===== config.mk =====
export PLATFORM = sky130hd
export DESIGN_NAME = swle_ram
export DESIGN_NICKNAME = d
export VERILOG_FILES = /design/src/swle_ram.sv
export SDC_FILE = /design/constraint.sdc
export NUM_CORES = 1
export LEC_CHECK = 0
export BUFFER_PORTS_ARGS = -buffer_cell sky130_fd_sc_hd__buf_2
export CAP_MARGIN = 10
export CELL_PAD_IN_SITES_DETAIL_PLACEMENT = 1
export CELL_PAD_IN_SITES_GLOBAL_PLACEMENT = 1
export CORE_MARGIN = 4
export CORE_UTILIZATION = 48
export CTS_CLUSTER_DIAMETER = 150
export DETAILED_ROUTE_END_ITERATION = 8
export GPL_TIMING_DRIVEN = 1
export PLACE_DENSITY_LB_ADDON = 0.1
export REMOVE_ABC_BUFFERS = 1
export SYNTH_ARGS = -nofsm -noshare
export SYNTH_HDL_FRONTEND = slang
export SYNTH_SLANG_ARGS = --single-unit

===== constraint.sdc =====
create_clock -name clk -period 2 [get_ports clk]
set_clock_uncertainty 0.05 [all_clocks]
set_input_delay 0.4 -clock clk [delete_from_list [all_inputs] [get_ports clk]]
set_output_delay 0.4 -clock clk [all_outputs]
set_load 0.005 [all_outputs]

===== src/swle_ram.sv =====
module swle_ram #(
  parameter int WIDTH = 8,
  parameter int DEPTH = 16
) (
  input  logic                     clk,
  input  logic                     wr_en,
  input  logic [$clog2(DEPTH)-1:0] wr_addr,
  input  logic [WIDTH-1:0]         wr_data,
  input  logic                     rd_en,
  input  logic [$clog2(DEPTH)-1:0] rd_addr,
  output logic [WIDTH-1:0]         rd_data
);

  logic [WIDTH-1:0] mem [DEPTH];
  logic [WIDTH-1:0] rd_data_r;

  always_ff @(posedge clk) begin
    if (wr_en) begin
      mem[wr_addr] <= wr_data;
    end
    if (rd_en) begin
      rd_data_r <= mem[rd_addr];
    end
  end

  assign rd_data = rd_data_r;

endmodule


==> metrics.csv, run 1 <==
stage,metric,value,unit
clock_network,cts_setup_buffers,0,
critical_path,worstSetupEndpointType,register,
critical_path,cp_slowest_cell,mux4_2,
synthesis,synth_warnings,0,
clock_network,post_cts_hold_buffer_count,0,
clock_network,max-clock-path-buffers,2,
synthesis,syn_inst,229,
power_and_ir_drop,ratio_of_total_power_to_cell_area,999,mW/mm²
power_and_ir_drop,combPwrFrac,4.9,%
critical_path,critical_path.top_delay_family,multiplexers,
job,drv_cap,0,
clock_network,clk_latency,0.51,ns
place,dpl-instance-area,0.00563,mm²
worst_hold_path,worstHoldPathType,in -> reg,
grt,global_route.overflow_total,0,
finish,multi_input_logic_area,0.00106,mm²
power_and_ir_drop,static-leakage-power,2.07,nW
critical_path,worst_setup_path_start_kind,register,
place,dp_cells,403,
critical_path,criticalPathCategory,reg -> reg,
clock_network,cts.htree.levels,4,
floorplan,core.rowCount,37,
power_and_ir_drop,power.share.switching,21.0,%
finish,final_common_cell,edfxtp_1,
place,preCtsSetupSlack,-0.0683,ns
floorplan,initial_core_util,50.0,%
sta,relSlewSlack,74.6,%
power_and_ir_drop,p_seq_share,52.9,%
drt,length_of_the_first_detailed_routing_pass_in_iterations,4,
floorplan,core_footprint,0.0105,mm²
sta,finalSetupViolations,0,
sta,post-route-period-util,78.6,%
floorplan,io_pins,27,
power_and_ir_drop,cell_internal_pwr,4.83,mW
synthesis,mean_instance_size_in_the_synthesized_netlist,22.8,µm²
finish,areaGrowthSynthToFinish,17.0,%
outcome,status,"finished, final reports clean",
power_and_ir_drop,power.share.clock,42.3,%
power_and_ir_drop,max_rail_drop_vdd,0.552,mV
drt,detail_route.drc_violations,0,
finish,nNetsFinal,305,
power_and_ir_drop,p_switching,1.28,mW
drt,routed_wire_length_per_instance,24.2,µm
clock_network,clk_slew_on_worst_s_h_paths,0.06,ns
finish,postLayoutCellArea,0.00612,mm²
finish,number_of_fill_cells_in_the_layout,924,
clock_network,post_cts.resized_instances,0,
critical_path,crit_path_max_fo,1,
critical_path,worst-path-buf-inv,0,
critical_path,critical_path.cell_chain,mux4_2 -> a22oi_1 -> nand2_1,
finish,instances_no_fill,434,
drt,via_per_inst,5.69,
sta,setup_repair_after_global_routing_missed_its_margin,false,
drt,detailroute.via_count,2471,
drt,detailedRoute.firstIterationViolations,143,
synthesis,netlist_area_before_placement,0.00523,mm²
critical_path,cp.required,2.20,ns
drt,final_antenna_net_count,0,
finish,area_used_by_sequential_logic_in_the_layout,0.00408,mm²
critical_path,cp.arrival,1.77,ns
clock_network,clock_sink_count,136,
finish,final_layout_size_suffix_gt1_share,31.2,%
grt,antenna_found_initial,0,
critical_path,max_stage_delay,0.50,ns
sta,final.setup.tns,0,ns
place,place.detailed.hpwl,6710,µm
synthesis,yosys.cell_types.count,18,
place,numPortBuffers,26,
drt,finalWirelength,10500,µm
power_and_ir_drop,post-layout-total-power,6.11,mW
grt,via_count_of_the_first_global_routing_pass,2644,
sta,tightestPinTransition,0.381,ns
finish,mostFrequentLayoutCells,"edfxtp_1, buf_2, buf_4",
clock_network,cts_buffers,17,
finish,n_antenna_cell,0,
synthesis,yosysSeqAreaShare,78.1,%
finish,fin_util,58.5,%
sta,final_critical_path_setup_slack,0.427,ns
sta,post-route-min-period,1.57,ns
floorplan,die_y,112,µm
place,gp_routability_congestion,0.728,
sta,final_hold_vio_count,0,
grt,grt_pass1_wl,16300,µm
sta,hold-worst-slack,0.199,ns
clock_network,cts_tree,yes,
floorplan,die-area,0.0126,mm²
grt,largest_net_degree_at_the_start_of_global_routing,33,
sta,fmax,636,MHz
floorplan,die_w,112,µm
sta,maxSlewViolCount,0,
synthesis,ys_ff_latch,136,
grt,global_route.usage.total,18.0,%
critical_path,setup.reg_to_reg.worst_slack,0.43,ns
clock_network,cts_root_buf,clkbuf_8,
[cells in the mapped netlist]
library cell / count / share of area [%]
buf_2: 3 / 0.29
mux4_1: 14 / 7.0
nand3b_1: 2 / 0.29
nand2_1: 9 / 0.65
nor3_1: 4 / 0.38
nor2_1: 13 / 0.93
buf_4: 1 / 0.14
clkdlybuf4s25_2: 3 / 0.57
nand2b_1: 2 / 0.24
buf_6: 3 / 0.65
nand3_1: 1 / 0.096
or3b_2: 1 / 0.17
nor2b_1: 1 / 0.12
and2b_1: 1 / 0.14
a22oi_1: 16 / 2.3
mux4_2: 18 / 7.8
and2_1: 1 / 0.12
edfxtp_1: 136 / 78
[area by class of cell]
class                   count  share of cell area [%]
flip-flops and latches    136                    66.8
clock inverters            11                   0.982
well taps                 136                    2.78
clock buffers              20                    6.95
multi-input cells          83                    17.3
repair buffers             48                    5.24
[worst paths after layout]
check / start / end / cells after the start
min: rd_en / rd_data[2]$_DFFE_PP_ / 1
max reg2reg: mem[11][7]$_DFFE_PP_ / rd_data[7]$_DFFE_PP_ / 3
max: mem[11][7]$_DFFE_PP_ / rd_data[7]$_DFFE_PP_ / 3
min reg2reg: mem[15][3]$_DFFE_PP_ / rd_data[3]$_DFFE_PP_ / 3
[registers in the layout (all words and copies together) (netlist names)]
register / cells
mem: 128
rd_data: 8
[worst reg2reg max path, delay by kind of cell (launching register included)]
family / cells / cell delay, ns
and+or+nand+nor: 1 / 0.08
AOI/OAI and AO/OA: 1 / 0.28
muxes: 1 / 0.50
DFF: 1 / 0.40
[metal layers]
metal  routed length (µm)  GRT usage, %  share of wire (%)  vias to the layer above
li1                     -             -                  -                     1096
met1                 4870          25.2                 46                     1308
met2                 5130          27.8                 49                       55
met3                  405          5.28                3.9                       12
met4                  106          5.29                1.0                        0
met5                    0             0                  0                        -
[cells by family after synthesis]
| kind of cell | Yosys count | share of synthesized area, % |
|---|---|---|
| AOI/OAI and AO/OA | 16 | 2.30 |
| muxes | 32 | 14.8 |
| DFF | 136 | 78.1 |
| and+or+nand+nor | 35 | 3.14 |
| buffers and inverters | 10 | 1.65 |
[power by group through the flow]
stage	combinational, mW	clock [mW]	sequential, mW
2_1_floorplan	0.128	0	3.28
3_3_place_gp	0.296	0	3.28
3_5_place_dp	0.305	0	3.29
4_1_cts	0.307	2.63	3.23
5_1_grt	0.327	2.78	3.23
6_report	0.298	2.58	3.23
(Power assumes the default switching activity.)
==> run 2, diff against run 1 <==
- clock period: 2 -> 1.4 ns (I/O delays scaled with it)
==> run 2 against run 1 <==
  * The run now ends with negative setup slack left
  * Largest cell class unchanged
  * Combinational power grew 61%
  * Critical path type unchanged
  * Largest power group unchanged
  * Highest routed layer unchanged
  * Die area is the same
  * Cell area grew 2.9%
  * Clock power grew 69%
==> metrics.csv, run 2 (same netlist as run 1, synthesis figures left out) <==
stage,metric,value,unit,change
grt,global_route.usage.total,19.3,%,+1.3 points
critical_path,worst_setup_path_start_kind,register,,
critical_path,crit_path_start,mem[11][7]$_DFFE_PP_,,
critical_path,worstSetupEndpointType,register,,
finish,nNetsFinal,313,,+2.6%
critical_path,cp_slowest_cell,mux4_2,,
critical_path,cp.required,1.61,ns,-0.59 ns
finish,areaGrowthSynthToFinish,20.4,%,
grt,largest_net_degree_at_the_start_of_global_routing,18,,-45%
grt,antenna_found_initial,0,,unchanged
floorplan,core.rowCount,37,,unchanged
place,numPortBuffers,26,,unchanged
worst_hold_path,worstHoldStart,rd_en,,
clock_network,cts_root_buf,clkbuf_8,,
sta,final_critical_path_setup_slack,-0.0714,ns,-0.499 ns
finish,final_layout_size_suffix_gt1_share,40.7,%,+9.5 points
sta,fmax,680,MHz,+6.9%
finish,largest-register,mem,,
power_and_ir_drop,max_rail_drop_vdd,0.977,mV,+77%
drt,via_per_inst,5.72,,+0.47%
finish,mostFrequentLayoutCells,"edfxtp_1, mux4_2, buf_4",,
sta,final.setup.tns,-0.400,ns,-0.400 ns
critical_path,critical_path.top_delay_family,multiplexers,,
sta,hold-worst-slack,0.0837,ns,-0.116 ns
finish,number_of_fill_cells_in_the_layout,926,,+0.22%
grt,global_route.overflow_total,0,,unchanged
job,drv_cap,0,,unchanged
critical_path,worst-path-buf-inv,0,,unchanged
clock_network,cts.htree.levels,4,,unchanged
critical_path,max_stage_delay,0.50,ns,about the same
drt,routed_wire_length_per_instance,24.9,µm,+2.8%
sta,maxSlewViolCount,0,,unchanged
critical_path,cp.arrival,1.69,ns,-0.08 ns
sta,setup_repair_after_global_routing_missed_its_margin,true,,
critical_path,crit_path_max_fo,1,,unchanged
sta,post-route-min-period,1.47,ns,-0.101 ns
clock_network,cts_buffers,17,,unchanged
finish,n_antenna_cell,0,,unchanged
floorplan,initial_core_util,50.0,%,unchanged
sta,tightestPinTransition,1.01,ns,+0.633 ns
critical_path,critical_path.cell_chain,mux4_2 -> a22oi_2 -> nand2_1,,
sta,post-route-period-util,105,%,+26 points
drt,detailroute.via_count,2534,,+2.5%
finish,fin_util,60.2,%,+1.7 points
clock_network,clk_slew_on_worst_s_h_paths,0.06,ns,about the same
drt,detailedRoute.firstIterationViolations,232,,+62%
finish,postLayoutCellArea,0.00630,mm²,+2.9%
critical_path,regToRegStartpoint,mem[11][7]$_DFFE_PP_,,
floorplan,io_pins,27,,unchanged
drt,detail_route.drc_violations,0,,unchanged
outcome,failing_checks,negative setup slack,,
clock_network,cts_tree,yes,,
clock_network,clock_sink_count,136,,unchanged
clock_network,clk_latency,0.52,ns,about the same
floorplan,die_w,112,µm,unchanged
drt,length_of_the_first_detailed_routing_pass_in_iterations,4,,unchanged
floorplan,die_y,112,µm,unchanged
floorplan,core_footprint,0.0105,mm²,unchanged
floorplan,die-area,0.0126,mm²,unchanged
grt,via_count_of_the_first_global_routing_pass,2773,,+4.9%
place,dpl-instance-area,0.00570,mm²,+1.3%
power_and_ir_drop,static-leakage-power,2.12,nW,+2.2%
place,gp_routability_congestion,0.698,,-4.0%
sta,final_hold_vio_count,0,,unchanged
outcome,status,"complete, but fails checks",,
drt,finalWirelength,11000,µm,+5.0%
place,preCtsSetupSlack,-0.619,ns,-0.551 ns
worst_hold_path,worstHoldPathType,in -> reg,,
place,place.detailed.hpwl,7320,µm,+9.0%
drt,final_antenna_net_count,0,,unchanged
clock_network,max-clock-path-buffers,2,,unchanged
clock_network,cts_setup_buffers,0,,unchanged
critical_path,criticalPathCategory,reg -> reg,,
power_and_ir_drop,ratio_of_total_power_to_cell_area,1500,mW/mm²,+50%
sta,finalSetupViolations,11,,+11
grt,grt_pass1_wl,17100,µm,+4.8%
finish,flip_flop_count_of_the_largest_register_after_layout,128,,unchanged
sta,relSlewSlack,32.2,%,-42 points
finish,final_common_cell,edfxtp_1,,
-- run 2: cell types whose count changed in the layout (fill, tap and decap cells not counted), sizes merged --
cell / delta
buf: +8
bufinv: +4
clkbuf: -1
clkinv: +1
clkinvlp: -3
-- run 2: repair_timing --
| item | in CTS | in global routing |
|---|---|---|
| hold buffers | 0 | 0 |
| hold endpoints to repair | 0 | 0 |
| gates resized for setup | 21 | 4 |
| endpoints found under the setup margin | 11 | 13 |
| pin swaps | 11 | 9 |
-- run 2: report_power, final --
part           switching, mW  leakage [nW]  internal [mW]
sequential            0.0279          1.24           4.59
combinational          0.266         0.593          0.215
clock                   1.52         0.287           2.84
total                   1.81          2.12           7.65
-- run 2: path summary, 6_finish.rpt --
| check | endpoint | slack, ns | cells after the start |
|---|---|---|---|
| min | rd_data[2]$_DFFE_PP_ | 0.08 | 1 |
| max | rd_data[7]$_DFFE_PP_ | -0.07 | 3 |
| max reg2reg | rd_data[7]$_DFFE_PP_ | -0.07 | 3 |
| min reg2reg | rd_data[2]$_DFFE_PP_ | 0.72 | 3 |
-- run 2: area by class of cell --
type,count,area (µm²),share of cell area [%]
Clock buffer,19,422,6.70
Clock inverter,13,159,2.52
Multi-Input combinational cell,83,1070,17.0
Sequential cell,136,4080,64.9
Tap cell,136,170,2.70
Timing Repair Buffer,56,393,6.24
-- run 2: through the flow --
step,power (mW),instances
global placement,5.14,411
global route,9.83,443
detailed placement,5.16,411
floorplan,4.87,219
CTS,9.56,443
finish,9.46,443
-- run 2: routing by layer --
layer	up-vias	GRT usage (%)	part of all wire (%)
li1	1099	-	-
met1	1336	25.8	42
met2	91	30.4	52
met3	8	4.58	5.4
met4	0	9.05	0.90
met5	-	0	0
