===== src/swle_pkg.sv =====
package swle_pkg;

  // node weights are fixed 16-bit signed values
  localparam int WEIGHT_W = 16;

  // command codes carried on the input channel
  localparam logic CMD_INSERT = 1'b0;
  localparam logic CMD_REMOVE = 1'b1;

  // sequencer status toward the top level
  typedef struct packed {
    logic busy;
    logic done;
  } swle_stat_t;

endpackage


===== src/swle_ctrl.sv =====
module swle_ctrl #(
  parameter int NODE_COUNT = 512
) (
  input  logic                                  clk,
  input  logic                                  rst_n,
  input  logic                                  start,
  input  logic                                  cmd,
  input  logic [$clog2(NODE_COUNT)-1:0]         idx,
  input  logic signed [swle_pkg::WEIGHT_W-1:0]  wt,
  input  logic                                  res_ready,
  output swle_pkg::swle_stat_t                  stat,
  output logic [$clog2(NODE_COUNT):0]           head,
  output logic [$clog2(NODE_COUNT):0]           tail,
  output logic [$clog2(NODE_COUNT+1)-1:0]       count,
  output logic                                  rd_en,
  output logic [$clog2(NODE_COUNT)-1:0]         rd_addr,
  input  logic [swle_pkg::WEIGHT_W+2*($clog2(NODE_COUNT)+1)-1:0] rd_data,
  output logic                                  wr_en,
  output logic [$clog2(NODE_COUNT)-1:0]         wr_addr,
  output logic [swle_pkg::WEIGHT_W+2*($clog2(NODE_COUNT)+1)-1:0] wr_data
);

  import swle_pkg::*;

  localparam int IW = $clog2(NODE_COUNT);
  localparam int LW = IW + 1;
  localparam int CW = $clog2(NODE_COUNT + 1);
  localparam int EW = WEIGHT_W + 2 * LW;
  localparam logic [LW-1:0] NO_NODE = {LW{1'b1}};
  localparam logic [CW-1:0] NC_C = CW'(NODE_COUNT);

  // entry layout: {weight, prev link, next link}
  typedef enum logic [3:0] {
    S_IDLE, S_INS_EMPTY, S_WALK, S_LINK_N, S_LINK_C, S_HD_WN, S_PRV_RD,
    S_PRV_WR, S_RM_RD, S_RM_PV, S_NXT_RD, S_NXT_WR, S_DONE
  } state_t;

  state_t                      state_r, state_nxt, after_r, after_nxt;
  logic [IW-1:0]               n_r, n_nxt, a_r, a_nxt;
  logic signed [WEIGHT_W-1:0]  w_r, w_nxt;
  logic [LW-1:0]               cur_r, cur_nxt, v_r, v_nxt, pv_r, pv_nxt, nx_r, nx_nxt;
  logic [LW-1:0]               head_r, head_nxt, tail_r, tail_nxt;
  logic [CW-1:0]               cnt_r, cnt_nxt, steps_r, steps_nxt;
  logic [EW-1:0]               ent_r, ent_nxt;

  always_comb begin
    logic signed [WEIGHT_W-1:0] rd_w;
    logic signed [WEIGHT_W-1:0] cmp_w;
    logic [LW-1:0]              rd_prev;
    logic [LW-1:0]              rd_next;
    logic [LW-1:0]              ent_prev;
    logic [LW-1:0]              ent_next;
    logic [LW-1:0]              n_link;
    logic                       to_head;

    rd_w     = $signed(rd_data[EW-1 -: WEIGHT_W]);
    rd_prev  = rd_data[2*LW-1:LW];
    rd_next  = rd_data[LW-1:0];
    ent_prev = ent_r[2*LW-1:LW];
    ent_next = ent_r[LW-1:0];
    n_link   = {1'b0, n_r};
    to_head  = 1'b0;
    cmp_w    = rd_w;

    state_nxt = state_r;
    after_nxt = after_r;
    n_nxt     = n_r;
    a_nxt     = a_r;
    w_nxt     = w_r;
    cur_nxt   = cur_r;
    v_nxt     = v_r;
    pv_nxt    = pv_r;
    nx_nxt    = nx_r;
    head_nxt  = head_r;
    tail_nxt  = tail_r;
    cnt_nxt   = cnt_r;
    steps_nxt = steps_r;
    ent_nxt   = ent_r;

    rd_en     = 1'b0;
    rd_addr   = cur_r[IW-1:0];
    wr_en     = 1'b0;
    wr_addr   = n_r;
    wr_data   = '0;
    stat.done = 1'b0;
    stat.busy = (state_r != S_IDLE);

    case (state_r)
      S_IDLE: begin
        if (start) begin
          n_nxt = idx;
          w_nxt = wt;
          case (cmd)
            CMD_INSERT: begin
              if (cnt_r != NC_C) cnt_nxt = cnt_r + 1'b1;
              if (tail_r[LW-1]) begin
                state_nxt = S_INS_EMPTY;
              end else begin
                cur_nxt   = tail_r;
                steps_nxt = '0;
                rd_en     = 1'b1;
                rd_addr   = tail_r[IW-1:0];
                state_nxt = S_WALK;
              end
            end
            CMD_REMOVE: begin
              if (tail_r[LW-1]) begin
                state_nxt = S_DONE;
              end else begin
                if (cnt_r != '0) cnt_nxt = cnt_r - 1'b1;
                rd_en     = 1'b1;
                rd_addr   = idx;
                state_nxt = S_RM_RD;
              end
            end
            default: state_nxt = S_DONE;
          endcase
        end
      end
      S_INS_EMPTY: begin
        wr_en     = 1'b1;
        wr_data   = {w_r, head_r, NO_NODE};
        head_nxt  = n_link;
        tail_nxt  = n_link;
        state_nxt = S_DONE;
      end
      S_WALK: begin
        if (steps_r == NC_C) begin
          to_head = 1'b1;
        end else begin
          steps_nxt = steps_r + 1'b1;
          // the node's own weight is already the new one
          if (cur_r == n_link) cmp_w = w_r;
          if (cmp_w < w_r) begin
            ent_nxt   = rd_data;
            state_nxt = S_LINK_N;
          end else if (rd_prev[LW-1]) begin
            to_head = 1'b1;
          end else begin
            cur_nxt = rd_prev;
            rd_en   = 1'b1;
            rd_addr = rd_prev[IW-1:0];
          end
        end
        if (to_head) begin
          if (head_r[LW-1]) begin
            state_nxt = S_HD_WN;
          end else begin
            a_nxt     = head_r[IW-1:0];
            v_nxt     = n_link;
            after_nxt = S_HD_WN;
            state_nxt = S_PRV_RD;
          end
        end
      end
      S_LINK_N: begin
        wr_en     = 1'b1;
        wr_data   = {w_r, cur_r, ent_next};
        state_nxt = S_LINK_C;
      end
      S_LINK_C: begin
        wr_en   = 1'b1;
        wr_addr = cur_r[IW-1:0];
        wr_data = {ent_r[EW-1 -: WEIGHT_W], ent_prev, n_link};
        if (ent_next[LW-1]) begin
          tail_nxt  = n_link;
          state_nxt = S_DONE;
        end else begin
          a_nxt     = ent_next[IW-1:0];
          v_nxt     = n_link;
          after_nxt = S_DONE;
          state_nxt = S_PRV_RD;
        end
      end
      S_HD_WN: begin
        wr_en     = 1'b1;
        wr_data   = {w_r, NO_NODE, head_r};
        head_nxt  = n_link;
        state_nxt = S_DONE;
      end
      S_PRV_RD: begin
        rd_en     = 1'b1;
        rd_addr   = a_r;
        state_nxt = S_PRV_WR;
      end
      S_PRV_WR: begin
        wr_en     = 1'b1;
        wr_addr   = a_r;
        wr_data   = {rd_w, v_r, rd_next};
        state_nxt = after_r;
      end
      S_RM_RD: begin
        pv_nxt = rd_prev;
        nx_nxt = rd_next;
        if (rd_next[LW-1]) begin
          tail_nxt  = rd_prev;
          state_nxt = S_RM_PV;
        end else begin
          a_nxt     = rd_next[IW-1:0];
          v_nxt     = rd_prev;
          after_nxt = S_RM_PV;
          state_nxt = S_PRV_RD;
        end
      end
      S_RM_PV: begin
        if (pv_r[LW-1]) begin
          head_nxt  = nx_r;
          state_nxt = S_DONE;
        end else begin
          state_nxt = S_NXT_RD;
        end
      end
      S_NXT_RD: begin
        rd_en     = 1'b1;
        rd_addr   = pv_r[IW-1:0];
        state_nxt = S_NXT_WR;
      end
      S_NXT_WR: begin
        wr_en     = 1'b1;
        wr_addr   = pv_r[IW-1:0];
        wr_data   = {rd_w, rd_prev, nx_r};
        state_nxt = S_DONE;
      end
      S_DONE: begin
        if (res_ready) begin
          stat.done = 1'b1;
          state_nxt = S_IDLE;
        end
      end
      default: state_nxt = S_IDLE;
    endcase
  end

  always_ff @(posedge clk) begin
    if (!rst_n) begin
      state_r <= S_IDLE;
      after_r <= S_DONE;
      head_r  <= NO_NODE;
      tail_r  <= NO_NODE;
      cnt_r   <= '0;
    end else begin
      state_r <= state_nxt;
      after_r <= after_nxt;
      head_r  <= head_nxt;
      tail_r  <= tail_nxt;
      cnt_r   <= cnt_nxt;
    end
    n_r     <= n_nxt;
    a_r     <= a_nxt;
    w_r     <= w_nxt;
    cur_r   <= cur_nxt;
    v_r     <= v_nxt;
    pv_r    <= pv_nxt;
    nx_r    <= nx_nxt;
    steps_r <= steps_nxt;
    ent_r   <= ent_nxt;
  end

  assign head  = head_r;
  assign tail  = tail_r;
  assign count = cnt_r;

endmodule


===== config.mk =====
export PLATFORM = sky130hd
export DESIGN_NAME = swle_ctrl
export DESIGN_NICKNAME = d
export VERILOG_FILES = /design/src/swle_pkg.sv /design/src/swle_ctrl.sv
export SDC_FILE = /design/constraint.sdc
export NUM_CORES = 1
export LEC_CHECK = 0
export BUFFER_PORTS_ARGS = -buffer_cell sky130_fd_sc_hd__buf_2
export CAP_MARGIN = 20
export CORE_ASPECT_RATIO = 0.75
export CORE_UTILIZATION = 61
export DETAILED_ROUTE_END_ITERATION = 10
export GPL_ROUTABILITY_DRIVEN = 0
export PLACE_DENSITY_LB_ADDON = 0.08
export SYNTH_ARGS = -nofsm -noshare
export SYNTH_HDL_FRONTEND = slang
export SYNTH_SLANG_ARGS = --single-unit

===== constraint.sdc =====
create_clock -name clk -period 9.5 [get_ports clk]
set_clock_uncertainty 0.1 [all_clocks]
set_input_delay 0.95 -clock clk [delete_from_list [all_inputs] [get_ports clk]]
set_output_delay 0.95 -clock clk [all_outputs]
set_load 0.05 [all_outputs]

==> results.cfg <==
[outcome]
status = complete, no violations

[route]
routed_wl_um = 26800
ant_nets = 0
top_layer = met5
wl_met2_um = 11700
met1_length_um = 10500
wl_per_cell_um = 21.8
drt-initial-drc-count = 1237
wl_met3_um = 3800
dr_total_vias = 8190
dr.pass1.iters = 7
route.detailed.drc = 0
vias_per_cell = 6.65

[hold_path]
whs_path_depth = 2
holdPathEnd = after_r[3]$_SDFFE_PN1P_
hold_path_class = flip-flop to flip-flop
min-delay-start = after_r[3]$_SDFFE_PN1P_

[floorplanning]
core-area_um2 = 13800
io_pins = 154
fp.dieW_um = 140
floorplan.rows = 37
start_util_pct = 63.2
die_area_um2 = 14800
die_h_um = 106

[timing]
slew_headroom_pct = 24.1
layout_min_cycle_time_ns = 6.28
setup_viol = 0
rsz0062_at_grt = false
timing.fmax_ghz = 0.159
finalHoldViolations = 0
tns_ns = 0
drv_slew = 0
period_share_pct = 66.1
tightest_slew_ns = 1.14

[finish]
nets = 1135
antenna-diode-count = 0
syn2layout_area_growth_pct = 17.1
stdcell_count = 1231
drive_gt1_share_pct = 21.1

[power_and_ir_drop]
switching_share_pct = 52.4
p_leak_nw = 4.24
powerDensity_nw_per_um2 = 397
power.share.combinational_pct = 54.5
internal_power_mw = 1.93
seq_power_share_pct = 29.9
clkPwrFrac_pct = 15.7
vdd_ir_drop_max_mv = 0.460
p_switching_mw = 2.13

[yosys]
syn-cell-area_um2 = 8740
yosysSeqAreaShare_pct = 49.3
post_synth.cell_area_avg_um2 = 9.62
syn_inst = 909
yosysTopAreaCell = edfxtp_1
synth_edf_count = 119
yosys-top-cells-area = edfxtp_1 (41%), dfxtp_1 (8.5%), nand2_1 (7.0%)
synth_seq_cells = 156
async_flop_share_pct = 0
synth_nets = 1001
synth_most_common_cell = nand2_1
ys_warn_count = 0
synth.distinct_cells = 62
yosys-top-cells-count = nand2_1 (163), edfxtp_1 (119), a21oi_1 (61), a22oi_1 (61), nor2_1 (58)
synth_top_area_share_pct = 40.9
synthFlopType = edfxtp_1

[setup_path]
crit_required_ns = 8.45
path_max_fanout = 30
r2r-start = cur_r[3]$_DFFE_PP_
r2r-end = ent_r[15]$_DFFE_PP_
crit_path_end_kind = primary output
rr_worst_depth = 12
crit_type = flip-flop to primary output
reg2reg_slack_ns = 4.51
arrival_ns = 5.23
start_kind = flip-flop

[place]
place_inst = 1197
hpwl_um = 16900
numPortBuffers = 153

[cts]
cts_setup_buffers = 0
cts_tree = built
clock-root-buffer = clkbuf_16
holdBufCountCts = 0
htreeDepth = 4
ctsLongestPathBuffers = 2
path_clk_slew_ns = 0.07
clk_latency_ns = 0.44
cts_buffers = 17
clock-sinks = 156
cts_resized = 0

[global_routing]
grt_pass1_wl_um = 40900
grt_pass1_vias = 7477
overflow = 0
grt_max_degree = 50
grt_util_all_layers_pct = 36.9
antenna_found_initial = 1

[run]
max_cap_viol_count = 0
-- registers in the layout, summed over array words and instances (netlist names), 10 cells and up --
register and count:
count 10, ent_r 36, head 10, nx_r 10, pv_r 10, steps_r 10, tail 10, v_r 10
w_r 16
-- metal layers --
layer | vias up | GRT usage [%]
li1 | 3653 | -
met1 | 3795 | 51.0
met2 | 652 | 55.0
met3 | 88 | 9.00
met4 | 2 | 17.0
met5 | - | 0
-- cell families (layout without fill, tap and decap cells) --
family	count (synthesis)	in the layout	synth area share (%)
compound gates	253	253	20.2
xor+xnor	24	24	2.40
fa+ha+maj	26	26	3.81
buf+inv	100	247	4.46
mux	27	27	3.09
flops	156	156	49.3
simple gates	323	323	16.7
-- worst max-delay path: stages, from the launching register on --
cell and delay (ns):
edfxtp_1 0.48, xor2_1 0.23, nor4_4 0.45, nand3_1 0.72, o21ai_0 0.45, ha_1 0.30
a211oi_1 0.22, nor2_1 0.09, o41ai_2 0.36, nand2_1 0.22, a211oi_4 0.64, a221o_1 0.33
buf_2 0.28
-- layout make-up --
class	instances	area, µm²
flip-flops and latches	156	4310
clock inverters	14	114
repair buffers	168	893
well taps	175	219
fillers	1010	3610
clock buffers	18	429
multi-input cells	653	4090
inverters	47	176
-- worst max-delay path by stage --
stage | to | cells after the start | startpoint
global placement | rd_addr[7] | 12 | n_r[4]$_DFFE_PP_
global route | rd_addr[1] | 12 | cur_r[3]$_DFFE_PP_
floorplan | rd_addr[0] | 12 | n_r[4]$_DFFE_PP_
CTS | rd_addr[7] | 12 | cur_r[3]$_DFFE_PP_
finish | rd_addr[1] | 12 | cur_r[3]$_DFFE_PP_
detailed placement | rd_addr[7] | 12 | n_r[4]$_DFFE_PP_
-- cell usage in the layout (no fill, tap or decap), types with 9 or more instances in the layout --
cell,Yosys,routed
buf_4,0,13
buf_2,6,153
inv_1,47,47
nor2_1,58,53
a222oi_1,18,18
o22ai_1,12,11
nand2_1,163,163
ha_1,25,25
mux2i_1,27,27
o21ai_0,47,47
clkbuf_16,0,17
a21oi_1,61,61
a22oi_1,61,61
nand3_1,38,38
xor2_1,15,15
nor3_1,16,14
edfxtp_1,119,119
dfxtp_1,37,37
a221o_1,10,10
xnor2_1,9,9
-- through the flow --
step           power (mW)  instance area (µm²)  utilization, %  setup slack [ns]  hold WS [ns]
5_1_grt              4.22                10200            73.9              2.85         0.399
3_3_place_gp         3.33                 9660            69.8              4.01         0.359
3_5_place_dp         3.35                 9660            69.8              3.71         0.362
6_report             4.06                10200            73.9              3.22         0.370
4_1_cts              4.00                10200            73.7              3.23         0.372
2_1_floorplan        2.78                 8740               -              4.99         0.338
-- power groups by stage --
| stage | clock network (mW) | registers [mW] | logic [mW] |
|---|---|---|---|
| floorplan | 0 | 1.29 | 1.49 |
| global placement | 0 | 1.21 | 2.12 |
| detailed placement | 0 | 1.21 | 2.14 |
| CTS | 0.637 | 1.20 | 2.16 |
| global route | 0.665 | 1.23 | 2.32 |
| finish | 0.636 | 1.21 | 2.21 |
(Power assumes the default switching activity.)
